--- config.mk ---
export PLATFORM = sky130hd
export DESIGN_NAME = rgba_to_rgb565_integer_upscaler
export DESIGN_NICKNAME = d
export VERILOG_FILES = /design/src/design/rgbup_pkg.sv /design/src/design/rgbup_position.sv /design/src/design/rgbup_expand.sv /design/src/design/rgba_to_rgb565_integer_upscaler.sv
export SDC_FILE = /design/constraint.sdc
export NUM_CORES = 1
export LEC_CHECK = 0
export ABC_AREA = 1
export BUFFER_PORTS_ARGS = -buffer_cell sky130_fd_sc_hd__buf_2
export CAP_MARGIN = 20
export CORE_MARGIN = 4
export CORE_UTILIZATION = 55
export DETAILED_ROUTE_END_ITERATION = 10
export PLACE_DENSITY = 0.72
export SLEW_MARGIN = 40
export SYNTH_ARGS = -nofsm -noshare
export SYNTH_HDL_FRONTEND = slang
export SYNTH_SLANG_ARGS = --single-unit
--- constraint.sdc ---
create_clock -name clk -period 9.44 [get_ports clk]
set_clock_uncertainty 0.2 [all_clocks]
set_input_delay 0 -clock clk [delete_from_list [all_inputs] [get_ports clk]]
set_output_delay 0 -clock clk [all_outputs]
set_load 0.01 [all_outputs]
--- src/design/rgbup_pkg.sv ---
// Shared types, constants and helper functions for the RGBA to RGB565 upscaler.
// Has no dependencies; every other file in the design imports it.
`timescale 1ns / 1ps

package rgbup_pkg;

    // Framebuffer geometry.
    localparam int SCREEN_W = 320;
    localparam int SCREEN_H = 240;

    // Counter and address widths.
    localparam int COL_W  = $clog2(SCREEN_W);
    localparam int ROW_W  = $clog2(SCREEN_H);
    localparam int ADDR_W = 17;
    localparam int PIX_W  = 32;
    localparam int C565_W = 16;

    // Scale mode register codes.
    localparam logic [1:0] MODE_X1 = 2'd0;
    localparam logic [1:0] MODE_X2 = 2'd1;
    localparam logic [1:0] MODE_X4 = 2'd2;

    // Source frame sizes per factor; a size that would be zero is one.
    localparam int SRC_W_X1 = SCREEN_W;
    localparam int SRC_W_X2 = (SCREEN_W / 2 == 0) ? 1 : SCREEN_W / 2;
    localparam int SRC_W_X4 = (SCREEN_W / 4 == 0) ? 1 : SCREEN_W / 4;
    localparam int SRC_H_X1 = SCREEN_H;
    localparam int SRC_H_X2 = (SCREEN_H / 2 == 0) ? 1 : SCREEN_H / 2;
    localparam int SRC_H_X4 = (SCREEN_H / 4 == 0) ? 1 : SCREEN_H / 4;

    // Input transaction payload.
    typedef struct packed {
        logic [PIX_W-1:0] pixel_in;
        logic             first_of_frame;
    } in_t;

    // Output transaction payload.
    typedef struct packed {
        logic [ADDR_W-1:0] dest_addr;
        logic [C565_W-1:0] pixel_565;
        logic              last_of_block;
    } out_t;

    // One source pixel ready for expansion into a block of writes.
    typedef struct packed {
        logic [ADDR_W-1:0] base;
        logic [C565_W-1:0] color;
        logic [1:0]        shift;
    } blk_t;

    // Scale factor as a shift amount; the unused code acts as full resolution.
    function automatic logic [1:0] shift_of(input logic [1:0] mode);
        logic [1:0] s;
        begin
            unique case (mode)
                MODE_X2: s = 2'd1;
                MODE_X4: s = 2'd2;
                default: s = 2'd0;
            endcase
            return s;
        end
    endfunction

    // Source frame width for a given shift.
    function automatic logic [COL_W:0] src_width(input logic [1:0] shift);
        logic [COL_W:0] w;
        begin
            unique case (shift)
                2'd1:    w = (COL_W+1)'(SRC_W_X2);
                2'd2:    w = (COL_W+1)'(SRC_W_X4);
                default: w = (COL_W+1)'(SRC_W_X1);
            endcase
            return w;
        end
    endfunction

    // Source frame height for a given shift.
    function automatic logic [ROW_W:0] src_height(input logic [1:0] shift);
        logic [ROW_W:0] h;
        begin
            unique case (shift)
                2'd1:    h = (ROW_W+1)'(SRC_H_X2);
                2'd2:    h = (ROW_W+1)'(SRC_H_X4);
                default: h = (ROW_W+1)'(SRC_H_X1);
            endcase
            return h;
        end
    endfunction

    // Highest in-block row or column index for a given shift.
    function automatic logic [1:0] last_idx(input logic [1:0] shift);
        logic [1:0] m;
        begin
            unique case (shift)
                2'd1:    m = 2'd1;
                2'd2:    m = 2'd3;
                default: m = 2'd0;
            endcase
            return m;
        end
    endfunction

    // Keep the top bits of each color channel and drop alpha.
    function automatic logic [C565_W-1:0] to_565(input logic [PIX_W-1:0] px);
        begin
            return {px[7:3], px[15:10], px[23:19]};
        end
    endfunction

endpackage

--- src/design/rgbup_position.sv ---
// Source position tracker: holds the source column and row and forms the
// base framebuffer address of each accepted pixel. Depends on rgbup_pkg.
`timescale 1ns / 1ps

module rgbup_position
    import rgbup_pkg::*;
(
    input  logic       clk,
    input  logic       rst_n,
    input  logic       accept,
    input  in_t        item,
    input  logic [1:0] shift,
    output blk_t       blk
);

    logic [COL_W-1:0] col_reg, col_next;
    logic [ROW_W-1:0] row_reg, row_next;

    logic [COL_W:0]   sw;
    logic [ROW_W:0]   sh;
    logic [COL_W-1:0] col_a, col_b;
    logic [ROW_W-1:0] row_a, row_c;
    logic [ROW_W:0]   row_b;
    logic [COL_W:0]   col_n;
    logic [ROW_W:0]   row_n;
    logic [ROW_W+1:0] row_s;
    logic [COL_W+1:0] col_s;

    // Position used by this pixel, after the frame start and wrap rules.
    always_comb
    begin
        sw    = src_width(shift);
        sh    = src_height(shift);
        col_a = item.first_of_frame ? '0 : col_reg;
        row_a = item.first_of_frame ? '0 : row_reg;
        if ({1'b0, col_a} >= sw)
        begin
            col_b = '0;
            row_b = {1'b0, row_a} + 1'b1;
        end
        else
        begin
            col_b = col_a;
            row_b = {1'b0, row_a};
        end
        row_c = (row_b >= sh) ? '0 : row_b[ROW_W-1:0];
    end

    // Position of the next pixel.
    always_comb
    begin
        col_n = {1'b0, col_b} + 1'b1;
        row_n = {1'b0, row_c} + 1'b1;
        if (col_n >= sw)
        begin
            col_next = '0;
            row_next = (row_n >= sh) ? '0 : row_n[ROW_W-1:0];
        end
        else
        begin
            col_next = col_n[COL_W-1:0];
            row_next = row_c;
        end
    end

    // Top-left destination address of the block and the converted color.
    always_comb
    begin
        row_s      = {2'b00, row_c} << shift;
        col_s      = {2'b00, col_b} << shift;
        blk.base   = ADDR_W'(ADDR_W'(row_s) * ADDR_W'(SCREEN_W)) + ADDR_W'(col_s);
        blk.color  = to_565(item.pixel_in);
        blk.shift  = shift;
    end

    // Position counters advance once per accepted transaction.
    always_ff @(posedge clk or negedge rst_n)
    begin
        if (!rst_n)
        begin
            col_reg <= '0;
            row_reg <= '0;
        end
        else if (accept)
        begin
            col_reg <= col_next;
            row_reg <= row_next;
        end
    end

endmodule

--- src/design/rgbup_expand.sv ---
// Block expander: holds one source pixel and emits its factor x factor
// framebuffer writes through an output register. Depends on rgbup_pkg.
`timescale 1ns / 1ps

module rgbup_expand
    import rgbup_pkg::*;
(
    input  logic clk,
    input  logic rst_n,
    input  logic accept,
    input  blk_t blk,
    output logic busy,
    output logic out_valid,
    input  logic out_stall,
    output out_t out_data
);

    logic       blk_valid_reg;
    blk_t       blk_reg;
    logic [1:0] dy_reg, dx_reg;
    logic       out_valid_reg;
    out_t       out_reg;

    logic [1:0]        fmax;
    logic              last;
    logic              out_ld;
    logic              emit;
    logic [ADDR_W-1:0] addr;

    // Current write of the block and the output register load condition.
    always_comb
    begin
        fmax   = last_idx(blk_reg.shift);
        last   = (dx_reg == fmax) && (dy_reg == fmax);
        out_ld = !out_valid_reg || !out_stall;
        emit   = blk_valid_reg && out_ld;
        addr   = blk_reg.base + ADDR_W'(ADDR_W'(dy_reg) * ADDR_W'(SCREEN_W))
                 + ADDR_W'(dx_reg);
    end

    // A new pixel may enter in the cycle its predecessor's last write leaves.
    assign busy = blk_valid_reg && !(emit && last);

    // Held pixel and its position inside the block.
    always_ff @(posedge clk or negedge rst_n)
    begin
        if (!rst_n)
        begin
            blk_valid_reg <= 1'b0;
            dy_reg        <= '0;
            dx_reg        <= '0;
        end
        else if (accept)
        begin
            blk_valid_reg <= 1'b1;
            dy_reg        <= '0;
            dx_reg        <= '0;
        end
        else if (emit)
        begin
            if (last)
            begin
                blk_valid_reg <= 1'b0;
            end
            else if (dx_reg == fmax)
            begin
                dx_reg <= '0;
                dy_reg <= dy_reg + 1'b1;
            end
            else
            begin
                dx_reg <= dx_reg + 1'b1;
            end
        end
    end

    // Payload of the held pixel needs no reset.
    always_ff @(posedge clk)
    begin
        if (accept)
        begin
            blk_reg <= blk;
        end
    end

    // Output register valid flag.
    always_ff @(posedge clk or negedge rst_n)
    begin
        if (!rst_n)
        begin
            out_valid_reg <= 1'b0;
        end
        else if (out_ld)
        begin
            out_valid_reg <= emit;
        end
    end

    // Output register payload.
    always_ff @(posedge clk)
    begin
        if (emit)
        begin
            out_reg.dest_addr     <= addr;
            out_reg.pixel_565     <= blk_reg.color;
            out_reg.last_of_block <= last;
        end
    end

    assign out_valid = out_valid_reg;
    assign out_data  = out_reg;

endmodule

--- src/design/rgba_to_rgb565_integer_upscaler.sv ---
// RGBA to RGB565 nearest-neighbor upscaler, top level with the mode register.
// Depends on rgbup_pkg, rgbup_position and rgbup_expand.
// Each input transaction is one 32-bit source pixel; it yields 1, 4 or 16
// output transactions (scale mode 0, 1 or 2; mode 3 acts as mode 0), one
// framebuffer write per cycle while the output is not stalled, in row-major
// order within the block, the last one flagged by last_of_block. The next
// pixel is accepted in the same cycle as the previous pixel's final write
// enters the output register, so without output stalls the block sustains
// one write per cycle. Writes leave through an output register. Write
// scale_mode only while no transaction is in flight.
`timescale 1ns / 1ps

module rgba_to_rgb565_integer_upscaler
    import rgbup_pkg::*;
(
    input  logic       clk,
    input  logic       rst_n,
    input  logic       in_valid,
    output logic       in_stall,
    input  in_t        in_data,
    output logic       out_valid,
    input  logic       out_stall,
    output out_t       out_data,
    input  logic       cfg_we,
    input  logic [1:0] cfg_wdata
);

    logic [1:0] scale_mode_reg;
    logic       busy;
    logic       accept;
    blk_t       blk;

    // Scale mode configuration register.
    always_ff @(posedge clk or negedge rst_n)
    begin
        if (!rst_n)
        begin
            scale_mode_reg <= MODE_X1;
        end
        else if (cfg_we)
        begin
            scale_mode_reg <= cfg_wdata;
        end
    end

    // Input transaction handshake.
    assign in_stall = busy;
    assign accept   = in_valid && !busy;

    rgbup_position u_position (
        .clk   (clk),
        .rst_n (rst_n),
        .accept(accept),
        .item  (in_data),
        .shift (shift_of(scale_mode_reg)),
        .blk   (blk)
    );

    rgbup_expand u_expand (
        .clk      (clk),
        .rst_n    (rst_n),
        .accept   (accept),
        .blk      (blk),
        .busy     (busy),
        .out_valid(out_valid),
        .out_stall(out_stall),
        .out_data (out_data)
    );

    // A taken write that is not the last of its block is followed at once
    // by another write of the same color.
    assert property (@(posedge clk) disable iff (!rst_n)
        out_valid && !out_stall && !out_data.last_of_block |=>
            out_valid && (out_data.pixel_565 == $past(out_data.pixel_565)))
        else $error("block write sequence broken");

    // While a non-last write is held up, the block still has writes to go.
    assert property (@(posedge clk) disable iff (!rst_n)
        out_valid && out_stall && !out_data.last_of_block |-> in_stall)
        else $error("new pixel accepted before block finished");

endmodule

==> results by group, run 1 <==
Setup path
  • Worst path required time: 9.36 ns
  • Crit path top cell by count: ha_1
  • WS Path Type: reg2reg
  • FF-to-FF Start: scale_mode_reg[1]
  • Crit Path Max Fanout: 24
  • CP endpoint kind: flop
  • Crit path largest cell delay: 0.68 ns
  • RR Endpoint: u_expand.blk_reg[34]
  • CP max stage cell: ha_1
  • Critical path data arrival time: 7.43 ns
  • FF-to-FF path depth: 33
  • Crit path launch type: flop
  • FF-to-FF setup slack: 1.93 ns

Placed design
  • Place WS: 2.01 ns
  • Final Wtd Congestion: 0.872
  • Hpwl dp: 9.40 mm
  • Placed Area: 6580 um2
  • I/O Buffers: 59

Yosys
  • Ys Warns: 0
  • Cell Area, Synth: 6150 um2
  • Synth Area per Inst: 9.06 um2
  • Synth top area share: 0.337
  • EDFF count, synth: 69
  • Seq/Total Area, Yosys: 0.438
  • Distinct cells, synth: 49
  • Cells after synthesis: 679
  • Yosys reg bits: 94
  • Ranking of synthesized cells by area: edfxtp_1 34%, ha_1 10%, dfrtp_1 10%
  • Primary FF master, synth: edfxtp_1
  • Largest area contributor in the netlist: edfxtp_1
  • Post-Syn Nets: 773
  • Asr flop ratio synth: 0.266

Routing
  • DRT Pass-1 Iters: 5
  • DRC viols: 0
  • Routed len/inst: 14.2 um
  • Total Wirelength: 13.0 mm
  • Initial DRC count: 285
  • Vias/cell: 5.29
  • DRT antenna net count: 0
  • Via Count: 4821

STA
  • Max transition margin: 0.463
  • Fin Setup TNS: 0 ns
  • Min cycle time layout: 7.51 ns
  • Setup Viol. Count Final: 0
  • Fin. max-slew vios: 0
  • Fmax: 133 MHz
  • Final Worst Setup Slack: 1.93 ns
  • Least-Margin Pin Slew: 0.805 ns
  • RSZ-0062 raised after global routing: false
  • Period utilization: 0.795
  • Endpoints failing hold: 0

CTS
  • Root Buffer: clkbuf_8
  • CTS Hold Bufs: 27
  • Clk sinks: 94
  • CTS Buffer Depth: 2
  • H-tree Lvls: 3
  • Clk_lat worst skew: 0.37 ns
  • Post-CTS setup buffers: 0
  • CTS tree: built
  • CTS clk-pin slew, worst paths: 0.10 ns
  • CTS Buf Count: 9
  • Resize count post-CTS: 0

Status
  • Status: finished, final reports clean

Final layout
  • Syn-to-layout area delta: 14.5%
  • Max reg flops: 35
  • Fraction of layout cells with a size suffix above 1: 0.161
  • Finished Cell Area: 7050 um2
  • Commonest non-fill, non-tap cell in the layout: nand2_1
  • Final net count: 861
  • Ant diodes: 0
  • Utilization after layout: 0.647
  • Most frequent cells in the layout: 115 x nand2_1, 92 x inv_1, 69 x edfxtp_1

Floorplan
  • CORE AREA: 10900 um2
  • Die height: 114 um
  • Die Wd: 114 um
  • Io pins: 76
  • DIE AREA: 12900 um2
  • Initial core utilization: 0.565
  • Num rows: 38

Power and ir drop
  • Comb pwr share: 0.481
  • Seq pwr share: 0.370
  • Cell Int Power: 1050 uW
  • Sw Share: 0.421
  • Clk network pwr share: 0.149
  • Peak VDD IR: 172 uV
  • Leakage: 0.00329 uW
  • Net switching power: 761 uW
  • Power density cells: 257 nW/um2
  • Power Total: 1810 uW

Min path
  • Hold path start: in_data[13]
  • Hold Path Sink: u_expand.blk_reg[9]
  • Hold crit path type: in2reg
  • Worst hold path depth: 2

Global route
  • Largest net degree at the start of global routing: 59
  • Initial antenna violation count: 0
  • Final global-route overflow total: 0
  • GRT Util Overall: 0.212
  • First-pass GRT wire length: 22.2 mm
  • Vias in the first global route: 4851

Flow run
  • MaxCap Viol Count: 0
==> worst max-delay path by stage <==
stage | start | endpoint | slack, ns | cells after the start
floorplan | scale_mode_reg[0] | u_expand.blk_reg[34] | 3.04 | 35
global placement | scale_mode_reg[1] | u_expand.blk_reg[34] | 2.23 | 33
detailed placement | scale_mode_reg[1] | u_expand.blk_reg[34] | 2.01 | 33
global route | scale_mode_reg[1] | u_expand.blk_reg[34] | 1.20 | 36
finish | scale_mode_reg[1] | u_expand.blk_reg[34] | 1.93 | 33
CTS | scale_mode_reg[1] | u_expand.blk_reg[34] | 1.96 | 33
==> power groups by stage <==
| stage | combinational [uW] | clock (uW) | sequential (uW) |
|---|---|---|---|
| after global placement | 826 | 0 | 673 |
| after global routing | 996 | 294 | 681 |
| after floorplan | 624 | 0 | 697 |
| after detailed placement | 854 | 0 | 678 |
| final | 871 | 270 | 670 |
| after CTS | 872 | 275 | 670 |
==> area by class of cell <==
class | instances | area (um2)
fillers | 861 | 3840
multi-input cells | 472 | 2990
flip-flops and latches | 94 | 2700
repair buffers | 91 | 613
inverters | 99 | 379
well taps | 140 | 175
clock buffers | 11 | 131
clock inverters | 5 | 60.1
==> metrics by stage <==
step,std cells,hold WS [ns]
after floorplan,679,-0.496
after global placement,869,-0.172
after detailed placement,869,-0.161
after CTS,912,0.130
after global routing,912,0.140
final,912,0.149
==> cell families after synthesis <==
| logic type | synth area share |
|---|---|
| mux | 0.00488 |
| simple gates | 0.216 |
| compound gates | 0.0899 |
| flops | 0.438 |
| buf+inv | 0.0767 |
| fa+ha+maj | 0.113 |
| xor+xnor | 0.0610 |
==> worst max-delay path: cells and delay by family, from the launching register on <==
family | cells | cell delay, ns
fa+ha+maj | 7 | 2.69
buf+inv | 5 | 0.64
mux | 1 | 0.16
compound gates | 3 | 0.65
flops | 1 | 0.39
xor+xnor | 2 | 0.40
simple gates | 15 | 2.10
==> metal layers <==
metal / GRT usage / share of wire / vias to the layer above
li1: - / - / 2432
met1: 0.266 / 0.43 / 2217
met2: 0.368 / 0.49 / 144
met3: 0.0340 / 0.053 / 28
met4: 0.0792 / 0.024 / 0
met5: 0 / 0 / -
==> cell usage after synthesis (all sizes together), types with 8 or more instances <==
| cell | number |
|---|---|
| xor2 | 33 |
| nand3 | 45 |
| nand2 | 128 |
| inv | 98 |
| edfxtp | 69 |
| o21ai | 49 |
| xnor2 | 9 |
| nand4 | 9 |
| nor2 | 72 |
| dfrtp | 25 |
| nor3 | 12 |
| ha | 51 |
| a21oi | 34 |
| clkbuf | 8 |
Power figures use the tool's default switching activity.
==> run 2, diff against run 1 <==
--- a/config.mk
+++ b/config.mk
@@ -9,9 +9,9 @@
 export BUFFER_PORTS_ARGS = -buffer_cell sky130_fd_sc_hd__buf_2
 export CAP_MARGIN = 20
 export CORE_MARGIN = 4
-export CORE_UTILIZATION = 55
+export CORE_UTILIZATION = 53
 export DETAILED_ROUTE_END_ITERATION = 10
-export PLACE_DENSITY = 0.72
+export PLACE_DENSITY = 0.73
 export SLEW_MARGIN = 40
 export SYNTH_ARGS = -nofsm -noshare
 export SYNTH_HDL_FRONTEND = slang
==> constraint.sdc (replaced) <==
create_clock -name clk -period 6.7 [get_ports clk]
set_clock_uncertainty 0.2 [all_clocks]
set_input_delay 0 -clock clk [delete_from_list [all_inputs] [get_ports clk]]
set_output_delay 0 -clock clk [all_outputs]
set_load 0.01 [all_outputs]
==> run 2 against run 1 <==
- the run now ends with negative hold slack left
- via count is 1.8% higher
- sequential power is 41% higher
- final cell count is 1.9% higher
- wire length is 5.9% higher
- worst setup slack worse by 1.6 ns
- highest routed layer unchanged
- combinational power is 52% higher
- clock power is 95% higher
==> results by group, run 2 (same netlist as run 1, synthesis figures left out) <==
Floorplan
  • Die height: 116 um (was 114 um)
  • Die Wd: 116 um (was 114 um)
  • Io pins: 76 (unchanged)
  • Initial core utilization: 0.541 (was 0.565)
  • Num rows: 39 (was 38)
  • DIE AREA: 13400 um2 (was 12900 um2)
  • CORE AREA: 11400 um2 (was 10900 um2)

Final layout
  • Register area: 2700 um2 (unchanged)
  • Final net count: 875 (was 861)
  • Syn-to-layout area delta: 19.2% (was 14.5%)
  • Multi-input gate area: 3070 um2 (was 2990 um2)
  • Ant diodes: 0 (unchanged)
  • Fraction of layout cells with a size suffix above 1: 0.193 (was 0.161)
  • Max reg flops: 35 (unchanged)
  • Commonest non-fill, non-tap cell in the layout: nand2_1 (unchanged)
  • Finished Cell Area: 7330 um2 (was 7050 um2)
  • Fin cells: 929 (was 912)
  • Total of fill cells in the finished design: 905 (was 861)
  • Most frequent cells in the layout: 115 x nand2_1, 92 x inv_1, 69 x edfxtp_1 (unchanged)

Setup path
  • FF-to-FF Start: scale_mode_reg[0] (was scale_mode_reg[1])
  • RR Endpoint: u_expand.blk_reg[34] (unchanged)
  • CP endpoint kind: flop (unchanged)
  • CP max stage cell: fa_1 (was ha_1)
  • FF-to-FF path depth: 35 (was 33)
  • Top delay family on crit path: adder cells (unchanged)
  • Crit path from: scale_mode_reg[0] (was scale_mode_reg[1])
  • Critical path data arrival time: 6.28 ns (was 7.43 ns)
  • FF-to-FF setup slack: 0.31 ns (was 1.93 ns)
  • Worst path required time: 6.60 ns (was 9.36 ns)
  • Crit path launch type: flop (unchanged)
  • CP Buf/Inv Count: 6 (was 5)
  • WS Path Type: reg2reg (unchanged)
  • Crit Path Max Fanout: 13 (was 24)
  • Crit path top cell by count: nand2_1 (was ha_1)
  • Crit path largest cell delay: 0.45 ns (was 0.68 ns)

Routing
  • Via Count: 4910 (was 4821)
  • DRC viols: 0 (unchanged)
  • Total Wirelength: 13.7 mm (was 13.0 mm)
  • Vias/cell: 5.29 (about the same)
  • DRT antenna net count: 0 (unchanged)
  • DRT Pass-1 Iters: 5 (unchanged)
  • Initial DRC count: 334 (was 285)
  • Routed len/inst: 14.8 um (was 14.2 um)

Global route
  • First-pass GRT wire length: 22.4 mm (was 22.2 mm)
  • Initial antenna violation count: 0 (unchanged)
  • Final global-route overflow total: 0 (unchanged)
  • Vias in the first global route: 4840 (was 4851)
  • Largest net degree at the start of global routing: 59 (unchanged)
  • GRT Util Overall: 0.211 (was 0.212)

Min path
  • Hold crit path type: in2async (was in2reg)

Power and ir drop
  • Power density cells: 381 nW/um2 (was 257 nW/um2)
  • Peak VDD IR: 279 uV (was 172 uV)
  • Leakage: 0.00341 uW (was 0.00329 uW)

STA
  • Least-Margin Pin Slew: 0.646 ns (was 0.805 ns)
  • WHS: -0.00178 ns (was 0.149 ns)
  • Fin. max-slew vios: 0 (unchanged)
  • Endpoints failing hold: 3 (was 0)
  • Setup Viol. Count Final: 0 (unchanged)
  • Period utilization: 0.954 (was 0.795)
  • Fmax: 157 MHz (was 133 MHz)
  • Min cycle time layout: 6.39 ns (was 7.51 ns)
  • Max transition margin: 0.569 (was 0.463)

Placed design
  • Hpwl dp: 9.83 mm (was 9.40 mm)
  • I/O Buffers: 59 (unchanged)
  • Placed Area: 6650 um2 (was 6580 um2)
  • Final Wtd Congestion: 0.878 (was 0.872)
  • Placed Cells: 881 (was 869)

CTS
  • Clk sinks: 94 (unchanged)
  • CTS tree: built (unchanged)
  • CTS Buffer Depth: 2 (unchanged)
  • Clk_lat worst skew: 0.35 ns (was 0.37 ns)
  • CTS clk-pin slew, worst paths: 0.08 ns (was 0.10 ns)
  • Root Buffer: clkbuf_16 (was clkbuf_8)
  • H-tree Lvls: 3 (unchanged)
  • CTS Buf Count: 9 (unchanged)

Status
  • Failing checks: negative hold slack
  • Status: finished with violations (was finished, final reports clean)

Flow run
  • MaxCap Viol Count: 0 (unchanged)
-- run 2: cell count changes in the layout (fill, tap and decap cells not counted), sizes merged --
cell	before	now
buf	65	80
dlygate4sd3	26	25
inv	100	101
clkinvlp	1	2
clkbuf	11	9
-- run 2: final cells by class --
| class | instances | area share |
|---|---|---|
| clock buffer | 9 | 0.0307 |
| clock inverter | 7 | 0.0111 |
| inverter | 99 | 0.0517 |
| multi-input combinational | 472 | 0.418 |
| sequential | 94 | 0.368 |
| tap | 143 | 0.0244 |
| timing repair buffer | 105 | 0.0959 |
-- run 2: report_power, final --
part	internal, uW	switching, uW
logic	498	820
registers	862	86.0
clock network	295	231
-- run 2: what timing repair did --
item | in CTS | in global routing
endpoints found under the setup margin | 0 | 5
buffers inserted | 0 | 7
hold buffers | 25 | 0
hold endpoints to repair | 45 | 0
resized for setup | 0 | 19
-- run 2: routing by layer --
layer,GRT usage,routed length [um],part of all wire
met1,0.268,5960,0.43
met2,0.361,6750,0.49
met3,0.0366,644,0.047
met4,0.0835,394,0.029
met5,0,0,0
-- run 2: worst max-delay path by stage --
| stage | endpoint | slack (ns) | cells past startpoint |
|---|---|---|---|
| floorplan | u_expand.blk_reg[34] | 0.30 | 35 |
| global placement | u_expand.blk_reg[34] | 0.27 | 32 |
| detailed placement | u_expand.blk_reg[34] | 0.16 | 32 |
| CTS | u_expand.blk_reg[34] | 0.12 | 33 |
| global route | u_expand.blk_reg[34] | -0.07 | 35 |
| finish | u_expand.blk_reg[34] | 0.31 | 35 |
-- run 2: worst register-to-register path, delay by kind of cell, from the launching register on --
| family | cells | cell delay, ns |
|---|---|---|
| flip-flops | 1 | 0.36 |
| AND/OR/NAND/NOR | 15 | 1.63 |
| multiplexers | 1 | 0.14 |
| adder cells (fa/ha/maj) | 7 | 2.26 |
| AO/OA/AOI/OAI | 4 | 0.66 |
| buffers and inverters | 6 | 0.56 |
| XOR/XNOR | 2 | 0.34 |
-- run 2: through the flow --
step            util  setup slack [ns]  hold slack (ns)  total power (uW)  TNS [ns]
3_5_place_dp   0.585             0.164           -0.150              2190         0
2_1_floorplan      -             0.302           -0.496              1860         0
4_1_cts        0.634             0.119          0.00196              2750         0
3_3_place_gp   0.585             0.267           -0.163              2150         0
6_report       0.645             0.311         -0.00178              2790         0
5_1_grt        0.645           -0.0699           0.0525              3010   -0.0699
==> run 3, diff against run 2 <==
==> constraint.sdc (replaced) <==
create_clock -name clk -period 5.8 [get_ports clk]
set_clock_uncertainty 0.2 [all_clocks]
set_input_delay 1.16 -clock clk [delete_from_list [all_inputs] [get_ports clk]]
set_output_delay 1.16 -clock clk [all_outputs]
set_load 0.01 [all_outputs]
==> run 3 against run 2 <==
- the run ends with negative setup slack left
- count of clock-buffer cells in the layout is the same
- critical path type is now in2reg
- design area up 15%
- largest power group unchanged
- final cell count up 9.4%
- wire length is 16% higher
==> results by group, run 3 (same netlist as run 1, synthesis figures left out) <==
Status
  • Status: finished with violations (unchanged)
  • Failing checks: negative setup slack (was negative hold slack)

Final layout
  • Max reg flops: 35 (unchanged)
  • Most frequent cells in the layout: 126 x buf_4, 104 x nand2_1, 87 x inv_1 (was 115 x nand2_1, 92 x inv_1, 69 x edfxtp_1)
  • Register area: 2700 um2 (unchanged)
  • Multi-input gate area: 3450 um2 (was 3070 um2)
  • Syn-to-layout area delta: 36.9% (was 19.2%)
  • Commonest non-fill, non-tap cell in the layout: buf_4 (was nand2_1)
  • Total of fill cells in the finished design: 758 (was 905)
  • Fraction of layout cells with a size suffix above 1: 0.361 (was 0.193)
  • Ant diodes: 0 (unchanged)
  • Final net count: 962 (was 875)
  • Finished Cell Area: 8420 um2 (was 7330 um2)

Routing
  • Initial DRC count: 383 (was 334)
  • Vias/cell: 5.36 (was 5.29)
  • DRC viols: 0 (unchanged)
  • Via Count: 5443 (was 4910)
  • Total Wirelength: 16.0 mm (was 13.7 mm)
  • Routed len/inst: 15.7 um (was 14.8 um)
  • DRT antenna net count: 0 (unchanged)
  • DRT Pass-1 Iters: 7 (was 5)

Global route
  • Global routing usage on met3: 0.0366 (unchanged)
  • Most used routing layer: met2 (unchanged)
  • Met1 GRT Util: 0.275 (was 0.268)
  • Final global-route overflow total: 0 (unchanged)
  • Largest net degree at the start of global routing: 58 (was 59)
  • GRT Util Overall: 0.238 (was 0.211)
  • Vias in the first global route: 5510 (was 4840)
  • First-pass GRT wire length: 25.0 mm (was 22.4 mm)
  • Met2 usage: 0.432 (was 0.361)
  • Initial antenna violation count: 0 (unchanged)

STA
  • Fmax: 163 MHz
  • WHS: 0.225 ns (was -0.00178 ns)
  • Setup Viol. Count Final: 6 (was 0)
  • Min cycle time layout: 6.14 ns
  • Period utilization: 1.06
  • Final Worst Setup Slack: -0.341 ns (was 0.311 ns)
  • Endpoints failing hold: 0 (was 3)
  • Max transition margin: 0.550 (was 0.569)
  • Least-Margin Pin Slew: 0.675 ns (was 0.646 ns)
  • Fin. max-slew vios: 0 (unchanged)
  • Fin Setup TNS: -1.29 ns (was 0 ns)
  • RSZ-0062 raised after global routing: true

Placed design
  • Hpwl dp: 10.8 mm (was 9.83 mm)
  • I/O Buffers: 59 (unchanged)
  • Final Wtd Congestion: 0.882 (was 0.878)
  • Place WS: -0.943 ns (was 0.164 ns)
  • Placed Area: 7480 um2 (was 6650 um2)

CTS
  • CTS tree: built (unchanged)
  • CTS Buf Count: 9 (unchanged)
  • H-tree Lvls: 3 (unchanged)
  • Root Buffer: clkbuf_16 (unchanged)
  • Clk_lat worst skew: 0.35 ns (about the same)
  • Clk sinks: 94 (unchanged)
  • CTS Buffer Depth: 2 (unchanged)
  • CTS Hold Bufs: 0 (was 25)
  • CTS clk-pin slew, worst paths: 0.06 ns (was 0.08 ns)

Power and ir drop
  • Comb pwr share: 0.549 (was 0.472)
  • Power density cells: 469 nW/um2 (was 381 nW/um2)
  • Seq pwr share: 0.278 (was 0.340)
  • Clk network pwr share: 0.173 (was 0.188)
  • Peak VDD IR: 429 uV (was 279 uV)
  • Net switching power: 1550 uW (was 1140 uW)
  • Sw Share: 0.392 (was 0.407)
  • Cell Int Power: 2400 uW (was 1660 uW)
  • Leakage: 0.00395 uW (was 0.00341 uW)

Setup path
  • FF-to-FF Start: scale_mode_reg[1] (was scale_mode_reg[0])
  • FF-to-FF path depth: 35 (unchanged)
  • WS Path Type: in2reg (was reg2reg)
  • CP max stage cell: fa_1 (unchanged)
  • Critical path data arrival time: 6.03 ns (was 6.28 ns)
  • Crit path from: in_data[0] (was scale_mode_reg[0])
  • CP endpoint kind: flop (unchanged)
  • Crit path largest cell delay: 0.59 ns (was 0.45 ns)
  • Top delay family on crit path: adder cells (unchanged)
  • Worst path depth: 34 (was 35)
  • Crit Path Max Fanout: 7 (was 13)
  • Crit path launch type: input port (was flop)
  • CP Buf/Inv Count: 11 (was 6)
  • RR Endpoint: u_expand.blk_reg[33] (was u_expand.blk_reg[34])
  • FF-to-FF setup slack: -0.27 ns (was 0.31 ns)
  • Worst path required time: 5.69 ns (was 6.60 ns)

Floorplan
  • DIE AREA: 13400 um2 (unchanged)
  • Die Wd: 116 um (unchanged)
  • Io pins: 76 (unchanged)
  • Die height: 116 um (unchanged)
  • Num rows: 39 (unchanged)
  • CORE AREA: 11400 um2 (unchanged)
  • Initial core utilization: 0.541 (unchanged)

Min path
  • Hold path start: u_expand.blk_reg[7]
  • Worst hold path depth: 0
  • Hold Path Sink: u_expand.out_data[6]
  • Hold crit path type: reg2reg (was in2async)

Flow run
  • MaxCap Viol Count: 0 (unchanged)
[run 3: worst reg2reg max path: cells and delay by family, from the launching register on]
family | cells | cell delay (ns)
adders and majority gates | 6 | 2.04
and+or+nand+nor | 12 | 1.37
buffers and inverters | 12 | 1.24
AOI/OAI and AO/OA | 4 | 0.39
DFF | 1 | 0.38
xor gates and xnor gates | 1 | 0.17
[run 3: area by class of cell]
class                      count  area share
multi-input combinational    472       0.410
sequential                    94       0.320
timing repair buffer         192       0.162
inverter                      99      0.0456
clock buffer                   9      0.0267
tap                          143      0.0212
clock inverter                 7      0.0141
[run 3: per-stage QoR]
step | instances | util | total power, uW
after floorplan | 679 | - | 2210
after global placement | 972 | 0.658 | 2850
after detailed placement | 972 | 0.658 | 2920
after CTS | 1006 | 0.719 | 3750
after global routing | 1016 | 0.741 | 4220
final | 1016 | 0.741 | 3950
[run 3: metal layers]
layer  wire length [um]  share of wire  vias up
met5                  0              0        -
met4                630          0.039        0
met3                808          0.051       52
met2               8080           0.51      195
met1               6450           0.40     2553
li1                   -              -     2643
[run 3: how the worst max path moves through the flow]
stage / to / slack (ns)
6_report: u_expand.blk_reg[33] / -0.34
5_1_grt: u_expand.blk_reg[34] / -0.64
4_1_cts: u_expand.blk_reg[34] / -0.17
3_5_place_dp: u_expand.blk_reg[34] / -0.94
3_3_place_gp: u_expand.blk_reg[34] / -0.80
2_1_floorplan: u_expand.blk_reg[34] / -0.45
[run 3: timing repair]
item,CTS,global route
setup buffers,18,10
pin swaps,33,19
cloned,0,0
setup endpoints to repair,15,15
resized for setup,44,33
[run 3: power by group through the flow]
| stage | Clock, uW | Combinational (uW) | Sequential (uW) |
|---|---|---|---|
| after detailed placement | 0 | 1810 | 1110 |
| after global routing | 715 | 2390 | 1120 |
| after floorplan | 0 | 1070 | 1130 |
| final | 682 | 2170 | 1100 |
| after CTS | 685 | 1970 | 1100 |
| after global placement | 0 | 1740 | 1100 |
